$ cat src/hw/rtl/emfd_pkg.sv
// Shared types, constants and register codes for the energy meter frame decoder.
`timescale 1ns / 1ps
`default_nettype none
package emfd_pkg;

    localparam int FRAME_BYTES = 24;
    localparam int CNT_W       = $clog2(FRAME_BYTES + 2);
    localparam int IDX_W       = $clog2(FRAME_BYTES);

    localparam int GAIN_W  = 18;
    localparam int LIMIT_W = 8;
    localparam int REG24_W = 24;
    localparam int PROD_W  = REG24_W + GAIN_W;
    localparam int WIDE_W  = PROD_W + GAIN_W;
    localparam int FRAC_W  = 16;
    localparam int DIVR_W  = REG24_W + FRAC_W;
    localparam int Q_W     = 32;
    localparam int SPLIT   = 21;

    localparam int OFS_HEAD  = 0;
    localparam int OFS_SYNC  = 1;
    localparam int OFS_VP    = 2;
    localparam int OFS_VR    = 5;
    localparam int OFS_CP    = 8;
    localparam int OFS_CR    = 11;
    localparam int OFS_PP    = 14;
    localparam int OFS_PR    = 17;
    localparam int OFS_PULSE = 21;

    localparam logic [7:0] SYNC_BYTE   = 8'h5a;
    localparam logic [7:0] ERR_BYTE    = 8'haa;
    localparam logic [7:0] NOLOAD_BYTE = 8'hf0;

    localparam logic [1:0] STATUS_OK      = 2'd0;
    localparam logic [1:0] STATUS_NOLOAD  = 2'd1;
    localparam logic [1:0] STATUS_DATAERR = 2'd2;
    localparam logic [1:0] STATUS_ZERODIV = 2'd3;

    localparam logic ACT_BYTE = 1'b0;
    localparam logic ACT_TICK = 1'b1;

    localparam logic [1:0] PH_V = 2'd0;
    localparam logic [1:0] PH_C = 2'd1;
    localparam logic [1:0] PH_P = 2'd2;

    localparam logic [2:0] MUL_V  = 3'd0;
    localparam logic [2:0] MUL_C  = 3'd1;
    localparam logic [2:0] MUL_PC = 3'd2;
    localparam logic [2:0] MUL_LO = 3'd3;
    localparam logic [2:0] MUL_HI = 3'd4;

    localparam int APB_AW = 4;
    localparam logic [1:0] REG_VGAIN = 2'd0;
    localparam logic [1:0] REG_CGAIN = 2'd1;
    localparam logic [1:0] REG_LIMIT = 2'd2;

    localparam logic [GAIN_W-1:0]  VGAIN_RST = 18'd123208;
    localparam logic [GAIN_W-1:0]  CGAIN_RST = 18'd21823;
    localparam logic [LIMIT_W-1:0] LIMIT_RST = 8'd5;

    typedef struct packed {
        logic       action;
        logic [7:0] rx_byte;
    } in_t;

    typedef struct packed {
        logic [1:0]  status;
        logic [31:0] voltage_q16;
        logic [31:0] current_q16;
        logic [31:0] power_q16;
        logic [15:0] pulse_count;
    } out_t;

    typedef struct packed {
        logic       accept;
        logic       mul_en;
        logic [2:0] mul_sel;
        logic       div_start;
        logic       res_load;
        logic [1:0] phase;
        logic       out_load;
    } cmd_t;

    typedef struct packed {
        logic frame_done;
        logic div_done;
        logic out_free;
    } stat_t;

endpackage
`default_nettype wire

$ cat src/hw/rtl/emfd_div.sv
// Bit-serial restoring divider with 32-bit saturating quotient.
`timescale 1ns / 1ps
`default_nettype none
module emfd_div
    import emfd_pkg::*;
(
    input  wire logic              aclk,
    input  wire logic              aresetn,
    input  wire logic              start,
    input  wire logic [WIDE_W-1:0] dividend,
    input  wire logic [DIVR_W-1:0] divisor,
    output logic                   done,
    output logic [Q_W-1:0]         quotient
);

    localparam int STEPS = Q_W;
    localparam int SC_W  = $clog2(STEPS + 1);

    logic [SC_W-1:0]   cnt_reg;
    logic              done_reg;
    logic              ovf_reg;
    logic [DIVR_W-1:0] rem_reg;
    logic [DIVR_W-1:0] dvs_reg;
    logic [Q_W-1:0]    num_reg;
    logic [Q_W-1:0]    q_reg;

    logic [DIVR_W:0] trial;
    logic [DIVR_W:0] diff;
    logic            fits;

    assign trial = {rem_reg, num_reg[Q_W-1]};
    assign fits  = trial >= {1'b0, dvs_reg};
    assign diff  = trial - {1'b0, dvs_reg};

    always_ff @(posedge aclk) begin
        if (!aresetn) begin
            cnt_reg  <= '0;
            done_reg <= 1'b0;
        end else begin
            done_reg <= (cnt_reg == SC_W'(1));
            if (start) begin
                cnt_reg <= SC_W'(STEPS);
            end else if (cnt_reg != '0) begin
                cnt_reg <= cnt_reg - SC_W'(1);
            end
        end
    end

    always_ff @(posedge aclk) begin
        if (start) begin
            ovf_reg <= DIVR_W'(dividend[WIDE_W-1:Q_W]) >= divisor;
            rem_reg <= DIVR_W'(dividend[WIDE_W-1:Q_W]);
            num_reg <= dividend[Q_W-1:0];
            dvs_reg <= divisor;
        end else if (cnt_reg != '0) begin
            rem_reg <= fits ? diff[DIVR_W-1:0] : trial[DIVR_W-1:0];
            num_reg <= {num_reg[Q_W-2:0], 1'b0};
            q_reg   <= {q_reg[Q_W-2:0], fits};
        end
    end

    assign done     = done_reg;
    assign quotient = ovf_reg ? '1 : q_reg;

endmodule
`default_nettype wire

$ cat src/hw/rtl/emfd_dp.sv
// Datapath: frame store, framing counters, shared multiplier, divider and result register.
`timescale 1ns / 1ps
`default_nettype none
module emfd_dp
    import emfd_pkg::*;
(
    input  wire logic               aclk,
    input  wire logic               aresetn,
    input  wire cmd_t               cmd,
    output stat_t                   stat,
    input  wire in_t                s_data,
    input  wire logic [GAIN_W-1:0]  voltage_gain,
    input  wire logic [GAIN_W-1:0]  current_gain,
    input  wire logic [LIMIT_W-1:0] idle_limit,
    output logic                    m_valid,
    input  wire logic               m_ready,
    output out_t                    m_data
);

    logic [7:0]         store_reg [FRAME_BYTES];
    logic [CNT_W-1:0]   byte_count_reg, byte_count_next;
    logic [LIMIT_W-1:0] idle_timer_reg, idle_timer_next;
    logic               receiving_reg, receiving_next;

    logic [PROD_W-1:0]  prod_reg;
    logic [WIDE_W-1:0]  acc_reg;
    logic [Q_W-1:0]     volt_reg, curr_reg, pow_reg;
    logic               m_valid_reg;
    out_t               m_data_reg;

    logic [LIMIT_W-1:0] tick_inc;
    logic               closes, frame_ok, is_byte;
    logic [REG24_W-1:0] vp, vr, cp, cr, pp, pr;
    logic [7:0]         head;
    logic [REG24_W-1:0] mul_a;
    logic [GAIN_W-1:0]  mul_b;
    logic [PROD_W-1:0]  product;
    logic [WIDE_W-1:0]  div_dividend;
    logic [DIVR_W-1:0]  div_divisor;
    logic               div_done;
    logic [Q_W-1:0]     quotient;
    logic               err, noload, zdiv;
    logic [1:0]         status;

    assign head = store_reg[OFS_HEAD];
    assign vp = {store_reg[OFS_VP], store_reg[OFS_VP+1], store_reg[OFS_VP+2]};
    assign vr = {store_reg[OFS_VR], store_reg[OFS_VR+1], store_reg[OFS_VR+2]};
    assign cp = {store_reg[OFS_CP], store_reg[OFS_CP+1], store_reg[OFS_CP+2]};
    assign cr = {store_reg[OFS_CR], store_reg[OFS_CR+1], store_reg[OFS_CR+2]};
    assign pp = {store_reg[OFS_PP], store_reg[OFS_PP+1], store_reg[OFS_PP+2]};
    assign pr = {store_reg[OFS_PR], store_reg[OFS_PR+1], store_reg[OFS_PR+2]};

    assign is_byte  = (s_data.action == ACT_BYTE);
    assign tick_inc = (idle_timer_reg == '1) ? idle_timer_reg : idle_timer_reg + LIMIT_W'(1);
    assign closes   = receiving_reg && (tick_inc > idle_limit);
    assign frame_ok = (byte_count_reg == CNT_W'(FRAME_BYTES))
                      && (store_reg[OFS_SYNC] == SYNC_BYTE);

    assign stat.frame_done = !is_byte && closes && frame_ok;
    assign stat.div_done   = div_done;
    assign stat.out_free   = !m_valid_reg || m_ready;

    always_comb begin
        byte_count_next = byte_count_reg;
        idle_timer_next = idle_timer_reg;
        receiving_next  = receiving_reg;
        if (cmd.accept) begin
            if (is_byte) begin
                idle_timer_next = '0;
                receiving_next  = 1'b1;
                if (byte_count_reg < CNT_W'(FRAME_BYTES)) begin
                    byte_count_next = byte_count_reg + CNT_W'(1);
                end else begin
                    byte_count_next = CNT_W'(FRAME_BYTES + 1);
                end
            end else if (receiving_reg) begin
                if (closes) begin
                    idle_timer_next = '0;
                    byte_count_next = '0;
                    receiving_next  = 1'b0;
                end else begin
                    idle_timer_next = tick_inc;
                end
            end
        end
    end

    always_ff @(posedge aclk) begin
        if (!aresetn) begin
            byte_count_reg <= '0;
            idle_timer_reg <= '0;
            receiving_reg  <= 1'b0;
        end else begin
            byte_count_reg <= byte_count_next;
            idle_timer_reg <= idle_timer_next;
            receiving_reg  <= receiving_next;
        end
    end

    always_ff @(posedge aclk) begin
        if (cmd.accept && is_byte && (byte_count_reg < CNT_W'(FRAME_BYTES))) begin
            store_reg[byte_count_reg[IDX_W-1:0]] <= s_data.rx_byte;
        end
    end

    always_comb begin
        case (cmd.mul_sel)
            MUL_V: begin
                mul_a = vp;
                mul_b = voltage_gain;
            end
            MUL_C: begin
                mul_a = cp;
                mul_b = current_gain;
            end
            MUL_PC: begin
                mul_a = pp;
                mul_b = current_gain;
            end
            MUL_LO: begin
                mul_a = REG24_W'(prod_reg[SPLIT-1:0]);
                mul_b = voltage_gain;
            end
            MUL_HI: begin
                mul_a = REG24_W'(prod_reg[PROD_W-1:SPLIT]);
                mul_b = voltage_gain;
            end
            default: begin
                mul_a = '0;
                mul_b = '0;
            end
        endcase
    end

    assign product = PROD_W'(mul_a) * PROD_W'(mul_b);

    always_ff @(posedge aclk) begin
        if (cmd.mul_en) begin
            case (cmd.mul_sel)
                MUL_V, MUL_C, MUL_PC: prod_reg <= product;
                MUL_LO:               acc_reg  <= WIDE_W'(product);
                MUL_HI:               acc_reg  <= acc_reg + (WIDE_W'(product) << SPLIT);
                default:              acc_reg  <= acc_reg;
            endcase
        end
    end

    always_comb begin
        case (cmd.phase)
            PH_V: begin
                div_dividend = WIDE_W'(prod_reg);
                div_divisor  = DIVR_W'(vr);
            end
            PH_C: begin
                div_dividend = WIDE_W'(prod_reg);
                div_divisor  = DIVR_W'(cr);
            end
            default: begin
                div_dividend = acc_reg;
                div_divisor  = {pr, FRAC_W'(0)};
            end
        endcase
    end

    emfd_div u_div (
        .aclk     (aclk),
        .aresetn  (aresetn),
        .start    (cmd.div_start),
        .dividend (div_dividend),
        .divisor  (div_divisor),
        .done     (div_done),
        .quotient (quotient)
    );

    always_ff @(posedge aclk) begin
        if (cmd.res_load) begin
            case (cmd.phase)
                PH_V:    volt_reg <= quotient;
                PH_C:    curr_reg <= quotient;
                default: pow_reg  <= quotient;
            endcase
        end
    end

    assign err    = (head == ERR_BYTE);
    assign noload = (head > NOLOAD_BYTE);
    assign zdiv   = (vr == '0) || (cr == '0) || (!noload && (pr == '0));

    always_comb begin
        if (err) begin
            status = STATUS_DATAERR;
        end else if (zdiv) begin
            status = STATUS_ZERODIV;
        end else if (noload) begin
            status = STATUS_NOLOAD;
        end else begin
            status = STATUS_OK;
        end
    end

    always_ff @(posedge aclk) begin
        if (!aresetn) begin
            m_valid_reg <= 1'b0;
        end else if (cmd.out_load) begin
            m_valid_reg <= 1'b1;
        end else if (m_ready) begin
            m_valid_reg <= 1'b0;
        end
    end

    always_ff @(posedge aclk) begin
        if (cmd.out_load) begin
            m_data_reg.status      <= status;
            m_data_reg.voltage_q16 <= err ? '0 : volt_reg;
            m_data_reg.current_q16 <= err ? '0 : curr_reg;
            m_data_reg.power_q16   <= (status == STATUS_OK) ? pow_reg : '0;
            m_data_reg.pulse_count <= err ? '0
                                      : {store_reg[OFS_PULSE], store_reg[OFS_PULSE+1]};
        end
    end

    assign m_valid = m_valid_reg;
    assign m_data  = m_data_reg;

    a_idle_clear: assert property (@(posedge aclk) disable iff (!aresetn)
        !receiving_reg |-> (byte_count_reg == '0) && (idle_timer_reg == '0))
        else $error("counters not clear while idle");

    a_count_range: assert property (@(posedge aclk) disable iff (!aresetn)
        byte_count_reg <= CNT_W'(FRAME_BYTES + 1))
        else $error("byte count out of range");

    a_out_valid: assert property (@(posedge aclk) disable iff (!aresetn)
        cmd.out_load |=> m_valid_reg)
        else $error("loaded result not presented");

endmodule
`default_nettype wire

$ cat src/hw/rtl/emfd_ctrl.sv
// Controller: sequences framing, the three multiply/divide passes and result hand-off.
`timescale 1ns / 1ps
`default_nettype none
module emfd_ctrl
    import emfd_pkg::*;
(
    input  wire logic  aclk,
    input  wire logic  aresetn,
    input  wire logic  s_valid,
    output logic       s_ready,
    input  wire stat_t stat,
    output cmd_t       cmd
);

    localparam logic [2:0] S_IDLE     = 3'd0;
    localparam logic [2:0] S_MUL      = 3'd1;
    localparam logic [2:0] S_MUL_LO   = 3'd2;
    localparam logic [2:0] S_MUL_HI   = 3'd3;
    localparam logic [2:0] S_DIV_GO   = 3'd4;
    localparam logic [2:0] S_DIV_WAIT = 3'd5;
    localparam logic [2:0] S_OUT      = 3'd6;

    logic [2:0] state_reg, state_next;
    logic [1:0] phase_reg, phase_next;

    always_comb begin
        state_next    = state_reg;
        phase_next    = phase_reg;
        s_ready       = 1'b0;
        cmd           = '0;
        cmd.phase     = phase_reg;
        case (state_reg)
            S_IDLE: begin
                s_ready    = 1'b1;
                cmd.accept = s_valid;
                if (s_valid && stat.frame_done) begin
                    phase_next = PH_V;
                    state_next = S_MUL;
                end
            end
            S_MUL: begin
                cmd.mul_en = 1'b1;
                case (phase_reg)
                    PH_V:    cmd.mul_sel = MUL_V;
                    PH_C:    cmd.mul_sel = MUL_C;
                    default: cmd.mul_sel = MUL_PC;
                endcase
                state_next = (phase_reg == PH_P) ? S_MUL_LO : S_DIV_GO;
            end
            S_MUL_LO: begin
                cmd.mul_en  = 1'b1;
                cmd.mul_sel = MUL_LO;
                state_next  = S_MUL_HI;
            end
            S_MUL_HI: begin
                cmd.mul_en  = 1'b1;
                cmd.mul_sel = MUL_HI;
                state_next  = S_DIV_GO;
            end
            S_DIV_GO: begin
                cmd.div_start = 1'b1;
                state_next    = S_DIV_WAIT;
            end
            S_DIV_WAIT: begin
                if (stat.div_done) begin
                    cmd.res_load = 1'b1;
                    if (phase_reg == PH_P) begin
                        state_next = S_OUT;
                    end else begin
                        phase_next = phase_reg + 2'd1;
                        state_next = S_MUL;
                    end
                end
            end
            S_OUT: begin
                if (stat.out_free) begin
                    cmd.out_load = 1'b1;
                    state_next   = S_IDLE;
                end
            end
            default: begin
                state_next = S_IDLE;
            end
        endcase
    end

    always_ff @(posedge aclk) begin
        if (!aresetn) begin
            state_reg <= S_IDLE;
            phase_reg <= PH_V;
        end else begin
            state_reg <= state_next;
            phase_reg <= phase_next;
        end
    end

    a_div_wait: assert property (@(posedge aclk) disable iff (!aresetn)
        cmd.div_start |=> (state_reg == S_DIV_WAIT))
        else $error("divider started without waiting");

    a_out_free: assert property (@(posedge aclk) disable iff (!aresetn)
        cmd.out_load |-> stat.out_free)
        else $error("result overwritten before taken");

    a_last_pass: assert property (@(posedge aclk) disable iff (!aresetn)
        (state_reg == S_DIV_WAIT) && stat.div_done && (phase_reg == PH_P)
        |=> (state_reg == S_OUT))
        else $error("power pass did not end in hand-off");

endmodule
`default_nettype wire

$ cat src/hw/rtl/energy_meter_frame_decoder_top.sv
// Top level: request channels, APB configuration registers, controller and datapath.
`timescale 1ns / 1ps
`default_nettype none
// A received byte or a millisecond tick is taken while the controller is idle.
// A tick that closes a well-formed 24-byte frame holds s_ready low while the decode
// runs, and longer if an earlier result still waits on m_ready: three passes through
// one 24x18 multiplier and a one-bit-per-cycle divider (power takes two extra
// multiply steps on the low and high halves of its first product), then a load of
// the output register. The result sits in that register, so bytes and ticks are
// taken again while it waits on m_ready. Gains and idle limit sit at APB byte offsets
// 0x0, 0x4 and 0x8.
module energy_meter_frame_decoder_top
    import emfd_pkg::*;
(
    input  wire logic              aclk,
    input  wire logic              aresetn,
    input  wire logic              s_valid,
    output logic                   s_ready,
    input  wire in_t               s_data,
    output logic                   m_valid,
    input  wire logic              m_ready,
    output out_t                   m_data,
    input  wire logic              psel,
    input  wire logic              penable,
    input  wire logic              pwrite,
    input  wire logic [APB_AW-1:0] paddr,
    input  wire logic [31:0]       pwdata,
    output logic [31:0]            prdata,
    output logic                   pready
);

    logic [GAIN_W-1:0]  voltage_gain_reg;
    logic [GAIN_W-1:0]  current_gain_reg;
    logic [LIMIT_W-1:0] idle_limit_reg;
    logic               wr_en;
    cmd_t               cmd;
    stat_t              stat;

    assign pready = 1'b1;
    assign wr_en  = psel && penable && pwrite && pready;

    always_ff @(posedge aclk) begin
        if (!aresetn) begin
            voltage_gain_reg <= VGAIN_RST;
            current_gain_reg <= CGAIN_RST;
            idle_limit_reg   <= LIMIT_RST;
        end else if (wr_en) begin
            case (paddr[APB_AW-1:2])
                REG_VGAIN: voltage_gain_reg <= pwdata[GAIN_W-1:0];
                REG_CGAIN: current_gain_reg <= pwdata[GAIN_W-1:0];
                REG_LIMIT: idle_limit_reg   <= pwdata[LIMIT_W-1:0];
                default:   idle_limit_reg   <= idle_limit_reg;
            endcase
        end
    end

    always_comb begin
        case (paddr[APB_AW-1:2])
            REG_VGAIN: prdata = 32'(voltage_gain_reg);
            REG_CGAIN: prdata = 32'(current_gain_reg);
            REG_LIMIT: prdata = 32'(idle_limit_reg);
            default:   prdata = '0;
        endcase
    end

    emfd_ctrl u_ctrl (
        .aclk    (aclk),
        .aresetn (aresetn),
        .s_valid (s_valid),
        .s_ready (s_ready),
        .stat    (stat),
        .cmd     (cmd)
    );

    emfd_dp u_dp (
        .aclk         (aclk),
        .aresetn      (aresetn),
        .cmd          (cmd),
        .stat         (stat),
        .s_data       (s_data),
        .voltage_gain (voltage_gain_reg),
        .current_gain (current_gain_reg),
        .idle_limit   (idle_limit_reg),
        .m_valid      (m_valid),
        .m_ready      (m_ready),
        .m_data       (m_data)
    );

endmodule
`default_nettype wire
$ cat config.mk
export PLATFORM = sky130hd
export DESIGN_NAME = energy_meter_frame_decoder_top
export DESIGN_NICKNAME = d
export VERILOG_FILES = /design/src/hw/rtl/emfd_pkg.sv /design/src/hw/rtl/emfd_div.sv /design/src/hw/rtl/emfd_dp.sv /design/src/hw/rtl/emfd_ctrl.sv /design/src/hw/rtl/energy_meter_frame_decoder_top.sv
export SDC_FILE = /design/constraint.sdc
export NUM_CORES = 2
export LEC_CHECK = 0
export BUFFER_PORTS_ARGS = -buffer_cell sky130_fd_sc_hd__buf_2
export CAP_MARGIN = 20
export CORE_ASPECT_RATIO = 1.5
export CORE_MARGIN = 10
export CORE_UTILIZATION = 57
export CTS_CLUSTER_DIAMETER = 100
export DETAILED_ROUTE_END_ITERATION = 12
export GPL_TIMING_DRIVEN = 0
export PLACE_DENSITY = 0.85
export SETUP_SLACK_MARGIN = 0.3
export SLEW_MARGIN = 30
export SYNTH_ARGS = -nofsm -noshare
export SYNTH_HDL_FRONTEND = slang
export SYNTH_SLANG_ARGS = --single-unit
export TNS_END_PERCENT = 20
$ cat constraint.sdc
create_clock -name aclk -period 13.01 [get_ports aclk]
set_input_delay 0 -clock aclk [delete_from_list [all_inputs] [get_ports aclk]]
set_output_delay 0 -clock aclk [all_outputs]
set_load 0.005 [all_outputs]
# After elaboration in Yosys (flattened, before gate mapping)

Memories as Yosys holds them, arrays and structs flattened. A register that Yosys moved wholly into a read port is not among the register bits.
Cells that the tools add are included.

Flip-flop bits (word level): 512
RAM bits: 192
Input port bits: 52
Output and inout port bits: 149
Logic and storage cells: 166
Memories: 1

Memory list:

| memory         | depth | bits a word | rd ports | clocked after memory_dff | wr ports | line          | RTL |
|---|---|---|---|---|---|---|---|
| u_dp.store_reg | 24    | 8           | 22       | 2                        | 1        | emfd_dp.sv:20 | `logic [7:0] store_reg [FRAME_BYTES];` |

Add/sub/neg operators: 6
Multiply operators: 1
$lt $le $gt $ge: 5
Eq/ne operators: 25
Muxes and demuxes: 51
Bitwise gates (word level): 4
Reduce and logical (&&, ||, !) cells: 46

Operators with widths:

| operator                                                         | number |
|---|---|
| 24-bit case mux with 5 select lines                              | 1 |
| 60-bit case mux with 2 select lines                              | 1 |
| 32-bit two-way mux                                               | 3 |
| 40-bit case mux with 2 select lines                              | 1 |
| 24-bit logical NOT                                               | 3 |
| 60-bit adder                                                     | 1 |
| 60-bit two-way mux                                               | 1 |
| 28-bit two-way mux                                               | 2 |
| 18-bit case mux with 3 select lines                              | 1 |
| 24-bit by 18-bit multiplier with 42-bit output                   | 1 |
| 41-bit by 40-bit greater-or-equal comparator with 1-bit output   | 1 |
| 28-bit by 40-bit greater-or-equal comparator with 1-bit output   | 1 |
| 40-bit two-way mux                                               | 1 |
| 40-bit subtractor                                                | 1 |
| 18-bit case mux with 2 select lines                              | 1 |
| 8-bit two-way mux                                                | 4 |
| 3-bit case mux with 7 select lines                               | 1 |
| 5-bit two-way mux                                                | 4 |
| 2-bit AND reduction                                              | 10 |
| 8-bit == test (second input constant)                            | 2 |
| 1-bit two-way mux                                                | 15 |
| 3-bit two-way mux                                                | 5 |
| 3-bit by 2-bit == test with 1-bit output (second input constant) | 4 |
| 3-bit == test (second input constant)                            | 4 |
| 31 further kinds                                                 | 69 |

# Depth between registers and ports, before layout

Depth after elaboration: 9
Gate-level depth with buffers: 46
Mapped depth without buffers: 40

# Modules after synthesis

A second synthesis with hierarchy kept.

Cell total of the unflattened synthesis: 4,330
Area, all modules: 47,212.8 µm²

By module, submodules not included:

| module                         | times used | cells each | area an instance (µm²) | sequential area each (µm²) |
|---|---|---|---|---|
| emfd_dp                        | 1          | 3,170      | 35,377.7               | 14,954.3 |
| emfd_div                       | 1          | 855        | 9,151.3                | 4,374.2 |
| energy_meter_frame_decoder_top | 1          | 248        | 2,255.9                | 880.8 |
| emfd_ctrl                      | 1          | 57         | 427.9                  | 100.1 |

# Worst setup path after synthesis

Ideal clock, no wire load.

Kind: register to register
Start point: register u_ctrl.state_reg[0]
End point: register u_dp.acc_reg[59], data pin
Library setup time: 0.266 ns
Data arrival time: 11.834 ns
Required time: 12.744 ns
Path slack: 0.910 ns
Stages on the path, launching flop included: 42
Buffers on the path: 4
Period minus slack after synthesis: 12.100 ns
Cell sequence: dfxtp_1 clkbuf_1 nor2b_1 nor2b_1 nand2_1 clkbuf_1 mux2i_1 clkbuf_1 nor2_1 fa_1 inv_1 fa_1 inv_1 fa_1 inv_1 fa_1 inv_1 fa_1 [6 not listed] a211o_1 a31oi_4 a21oi_1 a221o_1 a221o_1 a21oi_1 xnor2_1 ha_1 clkbuf_1 nand3_1 nor3_1 a211oi_1 a31oi_1 nor3_1 o31ai_1 xor2_1 xnor2_1 nor2_1

Cells in the longest elaborated chain, start to end: 8
Elaborated cells on any way between the ends: 16
Classes of those cells: 1 x add/sub; 1 x mul; 7 x eq/ne; 4 x mux; 3 x reduce/logical

RTL lines:

| element                                                                                              | line            | RTL |
|---|---|---|
| start: declaration                                                                                   | emfd_ctrl.sv:23 | `logic [2:0] state_reg, state_next;` |
| start signal: assignment                                                                             | emfd_ctrl.sv:92 | `state_reg <= state_next;` |
| 3-bit by 2-bit == test with 1-bit output or 3-bit by 1-bit == test with 1-bit output (tied branches) | emfd_ctrl.sv:32 | `case (state_reg)` |
| 4-bit case mux with 3 select lines (*)                                                               | emfd_ctrl.sv:32 |  |
| 3-bit by 2-bit == test with 1-bit output, or another cell as far along                               | emfd_dp.sv:107  | `case (cmd.mul_sel)` |
| 3-bit OR reduction (no source line) or 2-bit OR reduction (tied branches)                            | --              |  |
| 18-bit case mux with 2 select lines                                                                  | emfd_dp.sv:107  |  |
| 24-bit by 18-bit multiplier with 42-bit output (*)                                                   | emfd_dp.sv:135  | `assign product = PROD_W'(mul_a) * PROD_W'(mul_b);` |
| net u_dp.product[34]                                                                                 | emfd_dp.sv:37   | `logic [PROD_W-1:0] product;` |
| 60-bit adder (*)                                                                                     | emfd_dp.sv:142  | `MUL_HI: acc_reg <= acc_reg + (WIDE_W'(product) << SPLIT);` |
| 60-bit case mux with 2 select lines (*)                                                              | emfd_dp.sv:139  | `case (cmd.mul_sel)` |
| end signal: assignment                                                                               | emfd_dp.sv:141  | `MUL_LO: acc_reg <= WIDE_W'(product);` |
| end signal: assignment                                                                               | emfd_dp.sv:142  |  |
| end signal: assignment                                                                               | emfd_dp.sv:143  | `default: acc_reg <= acc_reg;` |
| end: declaration                                                                                     | emfd_dp.sv:26   | `logic [WIDE_W-1:0] acc_reg;` |

Mark *: on every way through the listed nets, which the timed path passes. The rest lies on a longest branch.
A chain may end at the register's enable or synchronous reset.

# Worst setup path in the final report

Start point: register u_ctrl.phase_reg[1]
End point: register u_dp.acc_reg[59], data pin

Cells in the longest elaborated chain, start to end: 9
Elaborated cells on any way between the ends: 16
Classes of those cells: 1 x add/sub; 1 x mul; 5 x eq/ne; 5 x mux; 4 x reduce/logical

RTL lines:

| element                                                                       | line            | RTL |
|---|---|---|
| start: declaration                                                            | emfd_ctrl.sv:24 | `logic [1:0] phase_reg, phase_next;` |
| start signal: assignment                                                      | emfd_ctrl.sv:93 | `phase_reg <= phase_next;` |
| 2-bit by 1-bit == test with 1-bit output or 2-bit logical NOT (tied branches) | emfd_ctrl.sv:43 | `case (phase_reg)` |
| 2-bit case mux with 2 select lines (*)                                        | emfd_ctrl.sv:43 |  |
| 4-bit case mux with 3 select lines (*)                                        | emfd_ctrl.sv:32 |  |
| 3-bit by 2-bit == test with 1-bit output, or another cell as far along        | emfd_dp.sv:107  |  |
| 3-bit OR reduction (no source line) or 2-bit OR reduction (tied branches)     | --              |  |
| 18-bit case mux with 2 select lines                                           | emfd_dp.sv:107  |  |
| 24-bit by 18-bit multiplier with 42-bit output (*)                            | emfd_dp.sv:135  |  |
| net u_dp.product[34]                                                          | emfd_dp.sv:37   |  |
| 60-bit adder (*)                                                              | emfd_dp.sv:142  |  |
| 60-bit case mux with 2 select lines (*)                                       | emfd_dp.sv:139  |  |

Marked as above.

==> out/qor.txt <==
Post-route cell area - 51,600 sq um
Total of endpoints with negative setup slack in the final report - 0
Fin Setup TNS - 0 ns
Wire length of the first global-routing pass - 218 mm
CP Launch Point - u_ctrl.phase_reg[1]
Skew-Pair Late Insertion Delay - 0.64 ns
Reported max-cap violation count - 0
Highest ir drop seen on vdd - 233 uV
Most used DFF post-synth - edfxtp_1
Worst Hold Class - in -> reg
Total count of max-transition violations in the final report - 0
Met2 wire length - 71.3 mm
Required time of the critical path - 13.37 ns
HPWL after DPL - 109 mm
Clock input transition at the sequential cells of the worst setup and hold paths - 0.06 ns
Root cell of the clock tree - clkbuf_16
Mean Syn Cell Area - 10.7 sq um
Pre-antenna DRT Iters - 6
Highest cell delay on the worst timing path - 0.69 ns
Number of global-route vias before repair - 36,100
Leakage power of the design - 21.9 nW
Boundary pin count - 201
Number of synthesized flops with an enable pin - 621
Area of the die - 92,700 sq um
Total detailed-routing wirelength - 146 mm
Post-DRT Antenna Nets - 0
Maximum net fanout on the critical path - 10
Highest-delay cell along the critical path - fa_1
Post-synthesis instance total - 4,305
Die span in y - 368 microns
Area growth syn-to-layout - 12.1%
Final WS setup - 0.647 ns
Top cells by area, synth - edfxtp_1, fa_1, ha_1
Leading post-synthesis cells by instance count - edfxtp_1, inv_1, nand2_1
Most frequent cell after synthesis - edfxtp_1
Net total in the final layout - 5,255
FP Rows - 127
Fin Clk Skew - 0.0335 ns
TritonCTS clock tree - yes
Outcome - finished clean
Sequential fraction of the synthesis area - 0.441
Crit share post-route - 0.950
Count of buffers from port buffering - 168
Post-synth cell types - 78
Post-placement worst setup slack - -0.528 ns
Fraction of layout instances using a drive strength above 1 - 0.0992
Number of warnings issued by yosys - 0
Mean number of vias per cell - 6.25
Crit end category - register
Post-DR wirelength/cell - 25.6 microns
Width of the die - 252 microns
Sum of routed wire segments on met1 - 44.9 mm
Actual slew at the worst max-slew pin - 1.23 ns
Top layer used by detailed routing - met5
Final hold violation count - 0
Final estimated routing congestion in global placement - 1.03
Number of antenna violations at the first check in global routing - 12
Met3 layer wire length in the routed design - 14.1 mm
Post-synth top area share - 0.405
Post-synthesis instance area - 46,000 sq um
Arrival time reported for the critical path endpoint - 12.72 ns
Number of buffers inserted during clock tree synthesis - 66
Via count - 35,700
Most common cell on crit path - fa_1
Critical R2R Launch - u_ctrl.phase_reg[1]
Biggest area consumer among synthesized cells - edfxtp_1
Starting density of the core - 0.575
Largest register FFs - 176
Fmax - 0.0809 GHz
H-tree lvl count - 3
Clock net sink count - 704
Initial DRC count - 3,975
PD cells - 200 nW/um^2
Total routing usage reported by global routing - 0.314
Final Critical Period - 12.36 ns
Slew Limit Headroom - 0.176
Core Box Area - 80,100 sq um
Maximum number of pins on one net before global-route repair - 51
Total chip power - 10.3 mW
RSZ-0062 raised after global routing - no
Dpl cell area - 48,700 sq um
Setup Fix Bufs, Post-CTS - 0
Total congestion overflow - 0
Post-synthesis async set-or-reset flop share - 0
Clock tree buffer depth - 3
Critical path launch point type - register
Crit path kind - reg -> reg
Drt drc - 0
Flip-flop and latch count after synthesis - 704
Source of the worst hold timing path - penable
logic make-up (layout without fill, tap and decap cells):
logic type	after synthesis	in the layout	synth area share
AND/OR/NAND/NOR	1365	1365	0.135
buffers and inverters	727	1078	0.0609
flip-flops	704	704	0.441
AO/OA/AOI/OAI	672	672	0.0937
adder cells (fa/ha/maj)	588	588	0.218
multiplexers	134	134	0.0299
XOR/XNOR	113	113	0.0215
other	2	21	0.000163
cells in the final DEF (no fill, tap or decap), types with 146 or more instances in the layout:
| cell | Yosys | final |
|---|---|---|
| edfxtp_1 | 621 | 621 |
| inv_1 | 524 | 522 |
| nand2_1 | 516 | 515 |
| nor2_1 | 382 | 379 |
| fa_1 | 354 | 354 |
| ha_1 | 234 | 234 |
| a21oi_1 | 209 | 208 |
| buf_2 | 6 | 175 |
| clkbuf_1 | 167 | 146 |
| and2_1 | 146 | 146 |
final timing paths:
path                          end  slack, ns  cells past startpoint
min reg2reg   u_dp.u_div.q_reg[2]       0.44                      0
min          current_gain_reg[11]       0.04                      4
max reg2reg      u_dp.acc_reg[59]       0.65                     39
max              u_dp.acc_reg[59]       0.65                     39
metal layers:
metal	track usage	up-vias
met3	0.0677	763
met5	0	-
met4	0.288	12
li1	-	15200
met1	0.324	17100
met2	0.527	2594
worst max-delay path, delay by kind of cell (launching register included):
family	cells	cell delay, ns
compound gates	8	1.98
xor+xnor	3	0.59
fa+ha+maj	9	4.42
buf+inv	9	2.48
flops	1	0.35
mux	1	0.68
simple gates	9	1.58
report_power, final:
group          internal (mW)  switching, mW  leakage (nW)  total, mW
registers               3.01          0.186          6.40       3.20
clock network           1.14          0.915          1.12       2.06
logic                   1.76           3.28          14.4       5.04
timing repair:
item                                    4_1_cts  5_1_grt
hold endpoints to repair                    235        0
endpoints found under the setup margin        8        4
gates resized for setup                       4       59
hold buffers                                 38        0
final cells by class:
type,instances,area (sq um)
fillers,5707,28500
multi-input cells,2887,23200
flip-flops and latches,704,20300
inverters,526,1970
clock buffers,72,1670
repair buffers,229,1620
well taps,1032,1290
plain buffers,201,865
clock inverters,50,661
diodes,6,15.0
per-stage QoR:
step	hold WS [ns]	instances	utilization
6_report	0.0426	5707	0.644
4_1_cts	0.0167	5698	0.642
2_1_floorplan	0.0875	4318	-
3_3_place_gp	0.226	5518	0.602
3_5_place_dp	0.234	5538	0.608
5_1_grt	0.0956	5702	0.644
(Power assumes the default switching activity.)
